File: src/rtl/core/assert_macros.svh
// assertion macros shared by the rtl
`ifndef ASSERT_MACROS_SVH
`define ASSERT_MACROS_SVH

// same-cycle implication on clk, off during reset
`define FFG_ASSERT_SAME(lbl, ante, cons) \
  lbl: assert property (@(posedge clk) disable iff (!rst_n) (ante) |-> (cons)) \
    else $error("assertion failed");

// next-cycle implication on clk, off during reset
`define FFG_ASSERT_NEXT(lbl, ante, cons) \
  lbl: assert property (@(posedge clk) disable iff (!rst_n) (ante) |=> (cons)) \
    else $error("assertion failed");

`endif

File: src/rtl/core/ffg_ram.sv
// generic single-write, single-read ram with registered read data
module ffg_ram #(
  parameter int DW = 8,
  parameter int AW = 8
) (
  input  logic          clk,
  input  logic          we,
  input  logic [AW-1:0] waddr,
  input  logic [DW-1:0] wdata,
  input  logic [AW-1:0] raddr,
  output logic [DW-1:0] rdata
);

  logic [DW-1:0] mem [0:(1<<AW)-1];

  always_ff @(posedge clk) begin
    if (we) begin
      mem[waddr] <= wdata;
    end
  end

  always_ff @(posedge clk) begin
    rdata <= mem[raddr];
  end

endmodule

File: config.mk
export PLATFORM = sky130hd
export DESIGN_NAME = ffg_ram
export DESIGN_NICKNAME = d
export VERILOG_FILES = /design/src/rtl/core/assert_macros.svh /design/src/rtl/core/ffg_ram.sv
export SDC_FILE = /design/constraint.sdc
export NUM_CORES = 2
export LEC_CHECK = 0
export ABC_AREA = 1
export CORE_ASPECT_RATIO = 1.4
export CORE_MARGIN = 8
export CORE_UTILIZATION = 30
export CTS_BUF_LIST = sky130_fd_sc_hd__clkbuf_16
export CTS_CLUSTER_DIAMETER = 50
export DETAILED_ROUTE_END_ITERATION = 12
export DONT_BUFFER_PORTS = 1
export HOLD_SLACK_MARGIN = 0.12
export SKIP_CTS_REPAIR_TIMING = 1
export SLEW_MARGIN = 10
export SYNTH_ARGS = -nofsm -noshare
export SYNTH_HDL_FRONTEND = slang
export SYNTH_SLANG_ARGS = --single-unit
File: constraint.sdc
create_clock -name clk -period 1.6 [get_ports clk]
set_clock_uncertainty 0.05 [all_clocks]
set_input_delay 0.16 -clock clk [delete_from_list [all_inputs] [get_ports clk]]
set_output_delay 0.16 -clock clk [all_outputs]
set_load 0.005 [all_outputs]
[Yosys cells after proc, flatten, opt, wreduce, memory -nomap -nowiden]
Memories as Yosys holds them, arrays and structs flattened. A register that Yosys moved wholly into a read port is not among the register bits.
Cells that the tools add are included.
Cells by class
  magnitude comparators: 0
  eq/ne operators: 0
  shift operators: 0
  div/mod/pow operators: 0
  multiply operators: 0
  mux-type cells: 2
  reduce and logical (&&, ||, !) cells: 0
  bitwise operators: 0
  $add $sub $neg: 0
Operators by type and width (number)
  $mux 1: 2
Word-level totals
  memories: 1
  latch bits: 0
  bits in registers: 0
  output and inout bits: 8
  logic and storage cells: 3
  memory bits (writable): 2048
  bits in read-only memories: 0
Memories
  mem: depth 256, bits a word 8, rd ports 1, clocked after memory_dff 1, wr ports 1, line ffg_ram.sv:14  | logic [DW-1:0] mem [0:(1<<AW)-1];

[Longest topological paths before layout]
  depth after elaboration: 2
  mapped depth: 15

[Least setup slack after synthesis]
OpenSTA, ideal clock, no wires.
  path kind: input to register
  start: input port we
  end: memory mem[162][0] (enable)
  path slack: -0.101 ns
  arrival time: 1.281 ns
  library setup time: 0.370 ns
  cell stages on the path: 4
  path through: clkbuf_1 nand3_1 clkbuf_1 nor2_1
Between the ends
  longest elaborated chain between the ends: 2
Ends and longest elaborated chain
  start: declaration: line ffg_ram.sv:7  | input logic we,
  $mux 1: line ffg_ram.sv:17  | if (we) begin
  $mux 1 (not written as such): line ffg_ram.sv:18  | mem[waddr] <= wdata;
  end: declaration: line ffg_ram.sv:14
No other way between the ends.

==> flow_summary_export.csv <==
group,metric,value,unit
status,status,"finished, violations left",
status,violations,"negative hold slack, negative setup slack",
cells_and_area,fill_cells,26800,
timing,drv_slew,0,
power_and_ir_drop,powerDensity,1100,nW/um2
worst_setup_path,crit_fanout,513,
power_and_ir_drop,p_leak,34.5,nW
hold_path,hold_depth,0,
synth,synth_adder_area_share,0,%
synth,synth.distinct_cells,14,
placed_design,dp.cells,10700,
global_routing,use_met2,27.6,%
synth,synth_xor_area_share,0,%
worst_setup_path,crit_path_end_kind,"register",
timing,whs,-0.601,ns
drt,via_count,55200,
worst_setup_path,timing.critical_path.mode_cell,"nand3_1",
worst_setup_path,reg2reg_depth,10,
cells_and_area,drive_gt1_share,14.6,%
global_routing,grt-busiest-layer,"met2",
drt,wirelength,241,mm
drt,drtIter0Drc,5217,
cells_and_area,syn_to_final_growth,18.2,%
timing,max_freq,574,MHz
clock_tree,cts_tree,"built",
worst_setup_path,worstSetupPathType,"in2reg",
synth,ys.flop_type,"edfxtp_1",
hold_path,holdPathEnd,"mem[104][7]$_DFFE_PP_",
synth,synth_top_cells_by_count,"nand2_1 (2123), edfxtp_1 (2048), nand3_1 (2019)",
cells_and_area,multi_input_area,20900,um2
clock_tree,clk_pin_slew,0.07,ns
synth,synthMuxAreaShare,0,%
placed_design,dp_hpwl,130,mm
global_routing,groute.usage.overall,15.5,%
global_routing,grt_pass1_wl,349,mm
synth,synth_top_family_by_area,"simple AND/OR/NAND/NOR gates",
timing,post-route-min-period,1.74,ns
die,num_rows,229,
worst_setup_path,critPathSlowestCell,"buf_4",
hold_path,hold_path.class,"in2reg",
die,core,277000,um2
synth,syn_nets,7029,
die,initial_core_util,30.1,%
die,boundaryPins,34,
drt,antenna_left,0,
worst_setup_path,cpPeakStageDelay,0.30,ns
placed_design,placed_area,90600,um2
worst_setup_path,worstSetupStartpointType,"input port",
global_routing,grtUsageMet3,2.44,%
worst_setup_path,r2r-end,"rdata[3]$_DFF_P_",
cells_and_area,nNetsFinal,7270,
clock_tree,insertion_delay,0.85,ns
synth,synth.top_cells.by_area,"edfxtp_1 (74%), nand3_1 (12%), nand2_1 (9.6%), buf_2 (1.6%), nor2_1 (1.3%)",
synth,yosysSeqAreaShare,73.9,%
hold_path,min-delay-start,"wdata[7]",
placed_design,gp_congestion,0.841,
timing,timing_hold_violations_final,1913,
worst_setup_path,crit_chain,"inv_8 -> buf_12 -> buf_12 -> buf_4 -> nand3_1 -> nand3_1 -> nand3_1 -> nand3_1 -> nand3_1 -> nand3_2 -> nand2_4 -> nand2_4 -> nand2_1",
drt,dr.pass1.iters,6,
synth,ys_warn_count,0,
clock_tree,clock_path_buffers,3,
synth,avgSynthCellArea,11.9,um2
worst_setup_path,crit_start,"raddr[1]",
timing,fin_ws,-0.143,ns
timing,rsz0062_at_grt,"true",
worst_setup_path,cp.arrival,2.42,ns
synth,yosys.area_share.simple,22.9,%
global_routing,grt_use_met1,18.2,%
flow_run,max-cap-violations,0,
clock_tree,htreeDepth,4,
synth,syn_area,83400,um2
placed_design,dp_slack,-1.49,ns
global_routing,antenna_found_initial,11,
cells_and_area,seqCellArea,61700,um2
synth,synth_compound_area_share,0,%
timing,setup_viol,23,
clock_tree,clockRootBuffer,"clkbuf_16",
global_routing,grt-ovfl-total,0,
drt,drcViolationCount,0,
power_and_ir_drop,power,0.109,W
drt,vias_per_cell,4.97,
synth,ys_ff_latch,2056,
cells_and_area,final_util,35.5,%
drt,wl_per_cell,21.7,um
global_routing,grt_pass1_vias,54600,
worst_setup_path,reg2reg_from,"mem[215][3]$_DFFE_PP_",
synth,yosysMostFrequentCell,"nand2_1",
timing,worst_pin_slew,1.10,ns
placed_design,numPortBuffers,0,
synth,synth-edff-count,2048,
worst_setup_path,crit_required,2.27,ns
synth,netlist_instances,7003,
synth,ys_async_sr_fraction,0,%
die,die_h,640,um
cells_and_area,stdcell_count,11100,
worst_setup_path,reg2reg_slack,-0.13,ns
global_routing,grt_max_degree,1026,
synth,yosys.area.top_type,"edfxtp_1",
synth,yosys.area.top_type_share,73.7,%
power_and_ir_drop,vdd_ir_drop_max,1.21,mV
clock_tree,cts_made_buffers,188,
die,dieArea,295000,um2
timing,relSlewSlack,26.4,%
clock_tree,clock-sinks,2056,
cells_and_area,fin_area,98600,um2
die,die_width,462,um
timing,finalCritPeriodShare,109,%
## layer usage
layer | vias to the layer above | share of wire [%]
met4 | 4 | 5.1
met3 | 513 | 6.0
li1 | 25300 | -
met2 | 2038 | 51
met5 | - | 0.011
met1 | 27300 | 38
## where the power goes
part | switching [W] | internal [W]
clock network | 0.0199 | 0.0234
registers | 0.000124 | 0.0594
logic | 0.00400 | 0.00211
## worst max-delay path by stage
stage	slack, ns	end
2_1_floorplan	-0.10	mem[162][0]$_DFFE_PP_
3_3_place_gp	-1.37	rdata[3]$_DFF_P_
3_5_place_dp	-1.49	rdata[3]$_DFF_P_
4_1_cts	-0.61	rdata[3]$_DFF_P_
5_1_grt	-0.14	rdata[3]$_DFF_P_
6_report	-0.14	rdata[0]$_DFF_P_
## registers in the layout, summed over array words and instances (netlist names)
name and count:
mem 2048, rdata 8
## cell usage in the layout, fill, tap and decap left out
cell type / count
nand3_2: 227
clkinv_4: 2
inv_2: 1
clkinv_8: 2
clkinv_2: 33
dfxtp_2: 3
nor2_1: 283
nand2_2: 9
clkbuf_16: 196
buf_8: 1
inv_6: 11
dlygate4sd3_1: 9
buf_4: 417
dfxtp_4: 5
nand3_4: 43
inv_16: 2
clkinv_16: 2
edfxtp_1: 2048
diode_2: 10
inv_8: 3
inv_4: 1
buf_16: 4
bufinv_16: 11
buf_6: 11
nand3_1: 1749
clkinvlp_4: 3
buf_12: 85
clkinv_1: 47
nand2_4: 6
inv_1: 81
nand2_1: 2108
## through the flow
step / hold slack (ns) / setup TNS, ns
4_1_cts: -0.609 / -5.65
6_report: -0.601 / -1.25
5_1_grt: -0.643 / -1.47
2_1_floorplan: 0.209 / -22.53
3_5_place_dp: 0.280 / -12.18
3_3_place_gp: 0.255 / -10.74
## worst max-delay path: cells and delay by family
family                 cells  cell delay, ns
buffers and inverters      4            0.97
AND/OR/NAND/NOR            9            1.01
## logic make-up (layout without fill, tap and decap cells)
logic type    Yosys count  count (layout)
simple gates         4425            4425
flops                2056            2056
buf+inv               522             922
other cells             0              10
## area by class of cell
type | instances | share of cell area (%)
Antenna cell | 10 | 0.0254
Clock inverter | 159 | 1.10
Timing Repair inverter | 1 | 0.0114
Multi-Input combinational cell | 4425 | 21.2
Timing Repair Buffer | 533 | 5.40
Inverter | 39 | 0.193
Sequential cell | 2056 | 62.6
Tap cell | 3696 | 4.69
Clock buffer | 190 | 4.82
Power figures use the tool's default switching activity.
