==> src/rtl/core/assert_macros.svh <==
// assertion macros shared by the rtl
`ifndef ASSERT_MACROS_SVH
`define ASSERT_MACROS_SVH

// same-cycle implication on clk, off during reset
`define FFG_ASSERT_SAME(lbl, ante, cons) \
  lbl: assert property (@(posedge clk) disable iff (!rst_n) (ante) |-> (cons)) \
    else $error("assertion failed");

// next-cycle implication on clk, off during reset
`define FFG_ASSERT_NEXT(lbl, ante, cons) \
  lbl: assert property (@(posedge clk) disable iff (!rst_n) (ante) |=> (cons)) \
    else $error("assertion failed");

`endif

==> src/rtl/core/ffg_pkg.sv <==
// shared types, constants and helpers of the forest fire grid step block
package ffg_pkg;

  localparam int GRID_W  = 128;
  localparam int GRID_H  = 128;
  localparam int CELL_N  = GRID_W * GRID_H;
  localparam int CELL_AW = $clog2(CELL_N);
  localparam int XW      = $clog2(GRID_W);
  localparam int YW      = $clog2(GRID_H);
  localparam int CNT_W   = CELL_AW + 1;
  localparam int DIVD_W  = 33;

  localparam logic [0:0]  REG_MATCH  = 1'd0;
  localparam logic [0:0]  REG_WARMUP = 1'd1;
  localparam logic [15:0] MATCH_RST  = 16'd2000;
  localparam logic [15:0] WARMUP_RST = 16'd128;

  typedef struct packed {
    logic [YW-1:0] y;
    logic [XW-1:0] x;
  } coord_t;

  typedef struct packed {
    logic [6:0] plant_x;
    logic [6:0] plant_y;
    logic [6:0] spark_x;
    logic [6:0] spark_y;
  } in_item_t;

  typedef struct packed {
    logic [31:0] step_index;
    logic        tree_planted;
    logic        spark_thrown;
    logic        fire_started;
    logic [14:0] fire_size;
    logic [31:0] fires_total;
    logic [31:0] burned_total;
  } out_item_t;

  function automatic logic [CELL_AW-1:0] cell_idx(input coord_t c);
    cell_idx = CELL_AW'(int'(c.y) * GRID_W + int'(c.x));
  endfunction

endpackage

==> src/rtl/core/ffg_mod_unit.sv <==
// bit-serial restoring remainder unit, one dividend bit per cycle
module ffg_mod_unit (
  input  logic                       clk,
  input  logic                       rst_n,
  input  logic                       start,
  input  logic [ffg_pkg::DIVD_W-1:0] dividend,
  input  logic [15:0]                divisor,
  output logic                       done,
  output logic [15:0]                rem
);

  logic [ffg_pkg::DIVD_W-1:0] q_r;
  logic [15:0]                rem_r;
  logic [5:0]                 cnt_r;
  logic                       busy_r;
  logic                       done_r;
  logic [16:0]                trial;

  assign trial = {rem_r, q_r[ffg_pkg::DIVD_W-1]};

  always_ff @(posedge clk) begin
    if (!rst_n) begin
      busy_r <= 1'b0;
      done_r <= 1'b0;
      cnt_r  <= '0;
    end else begin
      done_r <= 1'b0;
      if (start) begin
        q_r    <= dividend;
        rem_r  <= '0;
        cnt_r  <= 6'(ffg_pkg::DIVD_W);
        busy_r <= 1'b1;
      end else if (busy_r) begin
        if (trial >= {1'b0, divisor}) begin
          rem_r <= 16'(trial - {1'b0, divisor});
        end else begin
          rem_r <= 16'(trial);
        end
        q_r   <= q_r << 1;
        cnt_r <= cnt_r - 6'd1;
        if (cnt_r == 6'd1) begin
          busy_r <= 1'b0;
          done_r <= 1'b1;
        end
      end
    end
  end

  assign done = done_r;
  assign rem  = rem_r;

endmodule

==> config.mk <==
export PLATFORM = sky130hd
export DESIGN_NAME = ffg_mod_unit
export DESIGN_NICKNAME = d
export VERILOG_FILES = /design/src/rtl/core/assert_macros.svh /design/src/rtl/core/ffg_pkg.sv /design/src/rtl/core/ffg_mod_unit.sv
export SDC_FILE = /design/constraint.sdc
export NUM_CORES = 1
export LEC_CHECK = 0
export ABC_CLOCK_PERIOD_IN_PS = 2320
export BUFFER_PORTS_ARGS = -buffer_cell sky130_fd_sc_hd__buf_2
export CAP_MARGIN = 20
export CORE_MARGIN = 1.5
export CORE_UTILIZATION = 35
export CTS_CLUSTER_DIAMETER = 30
export CTS_CLUSTER_SIZE = 24
export DETAILED_ROUTE_END_ITERATION = 12
export PLACE_DENSITY = 0.61
export SLEW_MARGIN = 20
export SYNTH_ARGS = -nofsm -noshare
export SYNTH_HDL_FRONTEND = slang
export SYNTH_SLANG_ARGS = --single-unit
export TNS_END_PERCENT = 30
==> constraint.sdc <==
create_clock -name clk -period 2.32 [get_ports clk]
set_input_delay 0.464 -clock clk [delete_from_list [all_inputs] [get_ports clk]]
set_output_delay 0.464 -clock clk [all_outputs]
set_load 0.01 [all_outputs]
### Word-level counts from Yosys, hierarchy flattened

Cells that the tools add are included.

| cells by class | value |
|---|---|
| add/sub/neg operators | 2 |
| $lt $le $gt $ge | 1 |
| equal/unequal tests | 1 |
| muxes and demuxes | 10 |
| bitwise operators | 2 |
| reductions and logical operators | 4 |

Operator list:

| operator | count |
|---|---|
| 2-to-1 mux 33 bit | 2 |
| 2-to-1 mux 16 bit | 2 |
| greater-or-equal comparator 17 x 16 -> 1 bit | 1 |
| subtractor 16 bit | 1 |
| 2-to-1 mux 6 bit | 2 |
| equality test 6 x 1 -> 1 bit (second input constant) | 1 |
| subtractor 6 x 1 -> 6 bit (second input constant) | 1 |
| 2-to-1 mux 1 bit | 4 |
| OR reduction 3 bit | 1 |
| NOT 1 bit | 2 |
| AND reduction 2 bit | 1 |
| nonzero test 2 bit | 1 |
| OR reduction 2 bit | 1 |

| word-level totals | value |
|---|---|
| bits in registers | 57 |
| input port bits | 52 |
| output and inout port bits | 17 |
| logic and storage cells | 26 |

### Depth between registers and ports, before layout

| depth | value |
|---|---|
| depth in word-level cells | 4 |
| gate-level depth with buffers | 10 |
| gate-level depth less buffers | 10 |

### Worst setup path after synthesis

OpenSTA, ideal clock, no wires.

| path | value |
|---|---|
| path kind | input to register |
| start | input divisor[0] |
| end | register rem_r[14], in the netlist rem[14] (data pin) |
| setup time | 0.265 ns |
| arrival time | 2.245 ns |
| data required time | 2.055 ns |
| slack | -0.190 ns |
| cell stages on the path | 9 |
| buffers on the path | 0 |
| cell sequence | ha_1 > inv_1 > fa_1 > a21o_1 > a221oi_2 > o21ai_1 > a221oi_2 > xor2_1 > o22ai_1 |

| between the ends | value |
|---|---|
| word-level cells in the longest chain between the ends | 3 |
| elaborated cells between the ends (all ways) | 4 |
| classes of those cells | add/sub (1); order compare (1); mux (2) |

Ends and longest elaborated chain:

| element | line | text |
|---|---|---|
| start: declaration | ffg_mod_unit.sv:7 | `input logic [15:0] divisor,` |
| subtractor 16 bit / greater-or-equal comparator 17 x 16 -> 1 bit (equally long branches) | ffg_mod_unit.sv:35, ffg_mod_unit.sv:34 |  |
| 2-to-1 mux 16 bit * | ffg_mod_unit.sv:34 | `if (trial >= {1'b0, divisor}) begin` |
| 2-to-1 mux 16 bit * | ffg_mod_unit.sv:33 | `end else if (busy_r) begin` |
| end signal: assignment | ffg_mod_unit.sv:35 | `rem_r <= 16'(trial - {1'b0, divisor});` |
| end signal: assignment | ffg_mod_unit.sv:37 | `rem_r <= 16'(trial);` |
| end: declaration | ffg_mod_unit.sv:13 | `logic [15:0] rem_r;` |

Mark *: on every way between the ends. The rest lies on a longest branch, timed or not. The select of a mux whose other input is x is not followed.
A chain may end at the register's enable or synchronous reset.

### Worst setup path after layout

| path | value |
|---|---|
| start | register q_r[32] in the netlist's numbering |
| end | register rem_r[14], in the netlist rem[14] (data pin) |

| between the ends | value |
|---|---|
| word-level cells in the longest chain between the ends | 3 |
| elaborated cells between the ends (all ways) | 4 |
| classes of those cells | add/sub (1); order compare (1); mux (2) |

Ends and longest elaborated chain:

| element | line | text |
|---|---|---|
| start: declaration | ffg_mod_unit.sv:12 | `logic [ffg_pkg::DIVD_W-1:0] q_r;` |
| start signal: assignment | ffg_mod_unit.sv:29 | `q_r <= dividend;` |
| start signal: assignment | ffg_mod_unit.sv:39 | `q_r <= q_r << 1;` |
| subtractor 16 bit / greater-or-equal comparator 17 x 16 -> 1 bit (equally long branches) | ffg_mod_unit.sv:35, ffg_mod_unit.sv:34 |  |
| 2-to-1 mux 16 bit * | ffg_mod_unit.sv:34 |  |
| 2-to-1 mux 16 bit * | ffg_mod_unit.sv:33 |  |

Marks and branches as above.

==> impl_metrics.tcl <==
set metrics [dict create \
    io_buffers 68 \
    die_h_um 102.2 \
    tightestPinTransition_ps 361.2 \
    path_clk_slew_ps 70 \
    synth.most_common_cell "edfxtp_1" \
    numCtsBuffers 9 \
    swShare_pct 30.67 \
    cts_hold_buf 0 \
    hold_path_class "in -> reg" \
    synth.top_cell.area_share_pct 42.70 \
    dp.cells 553 \
    min_period_over_period_pct 105.5 \
    wire_per_inst_um 14.68 \
    yosysWarnings 0 \
    synth_top_cells_by_count "edfxtp_1, mux2_2, inv_1, a21oi_1, ha_1" \
    wl_mm 8.426 \
    cp.required_ps 2410 \
    net-switching-power_w 0.0009698 \
    setup_ws_ps -128.7 \
    rrSetupSlack_ps -130 \
    critical_path_class "reg -> reg" \
    die_x_um 102.2 \
    drive_above_1_share_pct 50.11 \
    start_util_pct 35.75 \
    antenna_found_initial 0 \
    grt_max_degree 33 \
    syn-cell-area_sq_um 3446 \
    worst_hold_path.endpoint "q_r[0]" \
    ctsRootBufferMaster "clkbuf_8" \
    synthArstFlopShare_pct 0 \
    via_count 2886 \
    routed_via_density 5.028 \
    cts_max_path_buffers 2 \
    intPower_w 0.002192 \
    r2r-start "q_r[32]" \
    synth_cell_type_count 54 \
    worstPathMaxFanout 3 \
    synth-edff-count 49 \
    rsz0062_at_grt "yes" \
    grtUsageMet2_pct 26.80 \
    r2r_cells 10 \
    ys_seq_area_share_pct 47.35 \
    global_route.usage.met1_pct 21.40 \
    violations "setup timing" \
    met3_usage_pct 5.677 \
    num-nets-final 507 \
    fp.coreArea_sq_um 9639 \
    max_freq_mhz 408.4 \
    drt_first_pass_iters 4 \
    cp-end-kind "flip-flop" \
    skew_ps 13.10 \
    die_area_sq_um 10450 \
    ir_drop_mv 0.4909 \
    n_antenna_cell 0 \
    finalCriticalPeriod_ps 2449 \
    syn_to_final_growth_pct 40.31 \
    postSynthAreaPerCell_sq_um 11.04 \
    status "finished with violations" \
    p_leak_nw 1.986 \
    fillers 931 \
    utilization_pct 50.16 \
    ys_ff_latch 57 \
    grt_pass1_wl_mm 13.54 \
    drc 0 \
    syn_nets 383 \
    slew_headroom_pct 75.61 \
    grt_use_total_pct 17.03 \
    yosysTopAreaCell "edfxtp_1" \
    synth_cells 312 \
    hold_start "dividend[0]" \
    hold_depth 2 \
    finalHoldViolCount 0 \
    grt_overflow 0 \
    slew_viol_final 0 \
    critical_path_arrival_ps 2540 \
    postRouteAntennaNets 0 \
    clkPwrFrac_pct 30.3 \
    fin_cells 574 \
    setup_viol 12 \
    grt_busiest_layer "met2" \
    cts.sinks 57 \
    dp_hpwl_mm 6.152 \
    ys_top_cells_by_area "edfxtp_1, mux2_2, ha_1" \
    row_count 36 \
    combPwrFrac_pct 29.9 \
    cts_tree "yes" \
    seqPwrFrac_pct 39.8 \
    io-pin-count 69 \
    gp_congestion 0.9011 \
    drt_iter0_markers 108 \
    clk_latency_ps 350 \
    reg2reg_to "rem[14]" \
    htree_levels 3 \
    drv_cap 0 \
    grt_pass1_vias 2850 \
    synthFlopType "edfxtp_1" \
    powerDensity_nw_per_um2 653.9 \
    cp-start-kind "flip-flop" \
]
-- worst max-delay path by stage --
stage / to / from / slack [ps]
6_report: rem[14] / q_r[32] / -130
4_1_cts: rem[14] / q_r[32] / -130
5_1_grt: rem[14] / q_r[32] / -220
3_3_place_gp: rem[7] / divisor[1] / -270
2_1_floorplan: rem[14] / divisor[0] / -30
3_5_place_dp: rem[7] / divisor[8] / -270
-- per-layer routing --
metal  part of all wire [%]  vias up  wire (um)
met5                      0        -          0
met4                    1.5        0        128
met3                    5.6       13        474
met2                     46       73       3885
met1                     47     1376       3937
li1                       -     1424          -
-- power by group through the flow --
stage               clock (W)  sequential, W  combinational [W]
finish               0.000957        0.00126           0.000946
CTS                  0.000993        0.00126           0.000872
global placement            0        0.00128           0.000835
global route          0.00103        0.00127            0.00104
floorplan                   0        0.00129           0.000517
detailed placement          0        0.00128           0.000849
-- state kept, by name (all words and copies together) (netlist names) --
register  cells
q_r          33
rem          16
cnt_r         6
done          1
busy_r        1
-- cell families after synthesis --
kind of cell               after synthesis  share of synthesized area, %
buffers and inverters                   39                         4.539
xor gates and xnor gates                13                         3.304
and+or+nand+nor                         73                         10.89
muxes                                   32                         10.46
adders and majority gates               19                         7.117
DFF                                     57                         47.35
AOI/OAI and AO/OA                       79                         16.34
-- repair_timing --
item	in CTS	in global routing
buffers inserted	1	5
endpoints found under the setup margin	16	16
pin swaps	2	17
resized for setup	8	36
-- worst max-delay path, cell delays in order (launching register included) --
cell and delay, ps:
edfxtp_1 400, inv_1 70, ha_2 180, inv_2 40, fa_2 330, a21o_1 200, a221oi_4 280, o21ai_2 130
a221oi_2 280, xor2_1 180, o22ai_1 110
-- placed cells by master, fill, tap and decap left out, types with 3 or more instances in the layout --
cell type and count:
o21ai_1 5, buf_4 52, buf_2 68, ha_1 12, xor2_1 5, a21oi_2 5, nand3_1 5, ha_4 5
xnor2_1 8, clkbuf_8 9, inv_1 25, nor3_1 5, nor2_1 12, nand2_1 16, a21oi_1 16, edfxtp_1 49
mux2_2 32, dfxtp_1 8, buf_6 4, nand4_1 4, a21o_1 4, o21a_1 4, o21ai_0 11, a21boi_0 3
nand3_2 8
-- stage by stage --
stage	setup slack [ps]	instance area, sq um	power [W]	setup TNS [ps]	hold WS (ps)
2_1_floorplan	-34.40	3535	0.001805	-221.3	480.6
3_3_place_gp	-271.0	4379	0.002111	-4003	491.9
3_5_place_dp	-271.3	4379	0.002127	-3836	496.8
4_1_cts	-129.2	4628	0.003123	-694.4	387.9
5_1_grt	-223.4	4835	0.003335	-1605	391.0
6_report	-128.7	4835	0.003162	-749.3	404.4
-- layout make-up --
class                   instances  area, sq um  area share [%]
multi-input cells             216         1922           39.75
flip-flops and latches         57         1632           33.75
repair buffers                126        815.8           16.87
well taps                     133        166.4           3.442
clock buffers                   9        123.9           2.562
inverters                      26        97.59           2.019
clock inverters                 7        77.57           1.605
No activity file was read; power rests on OpenSTA's default activity.
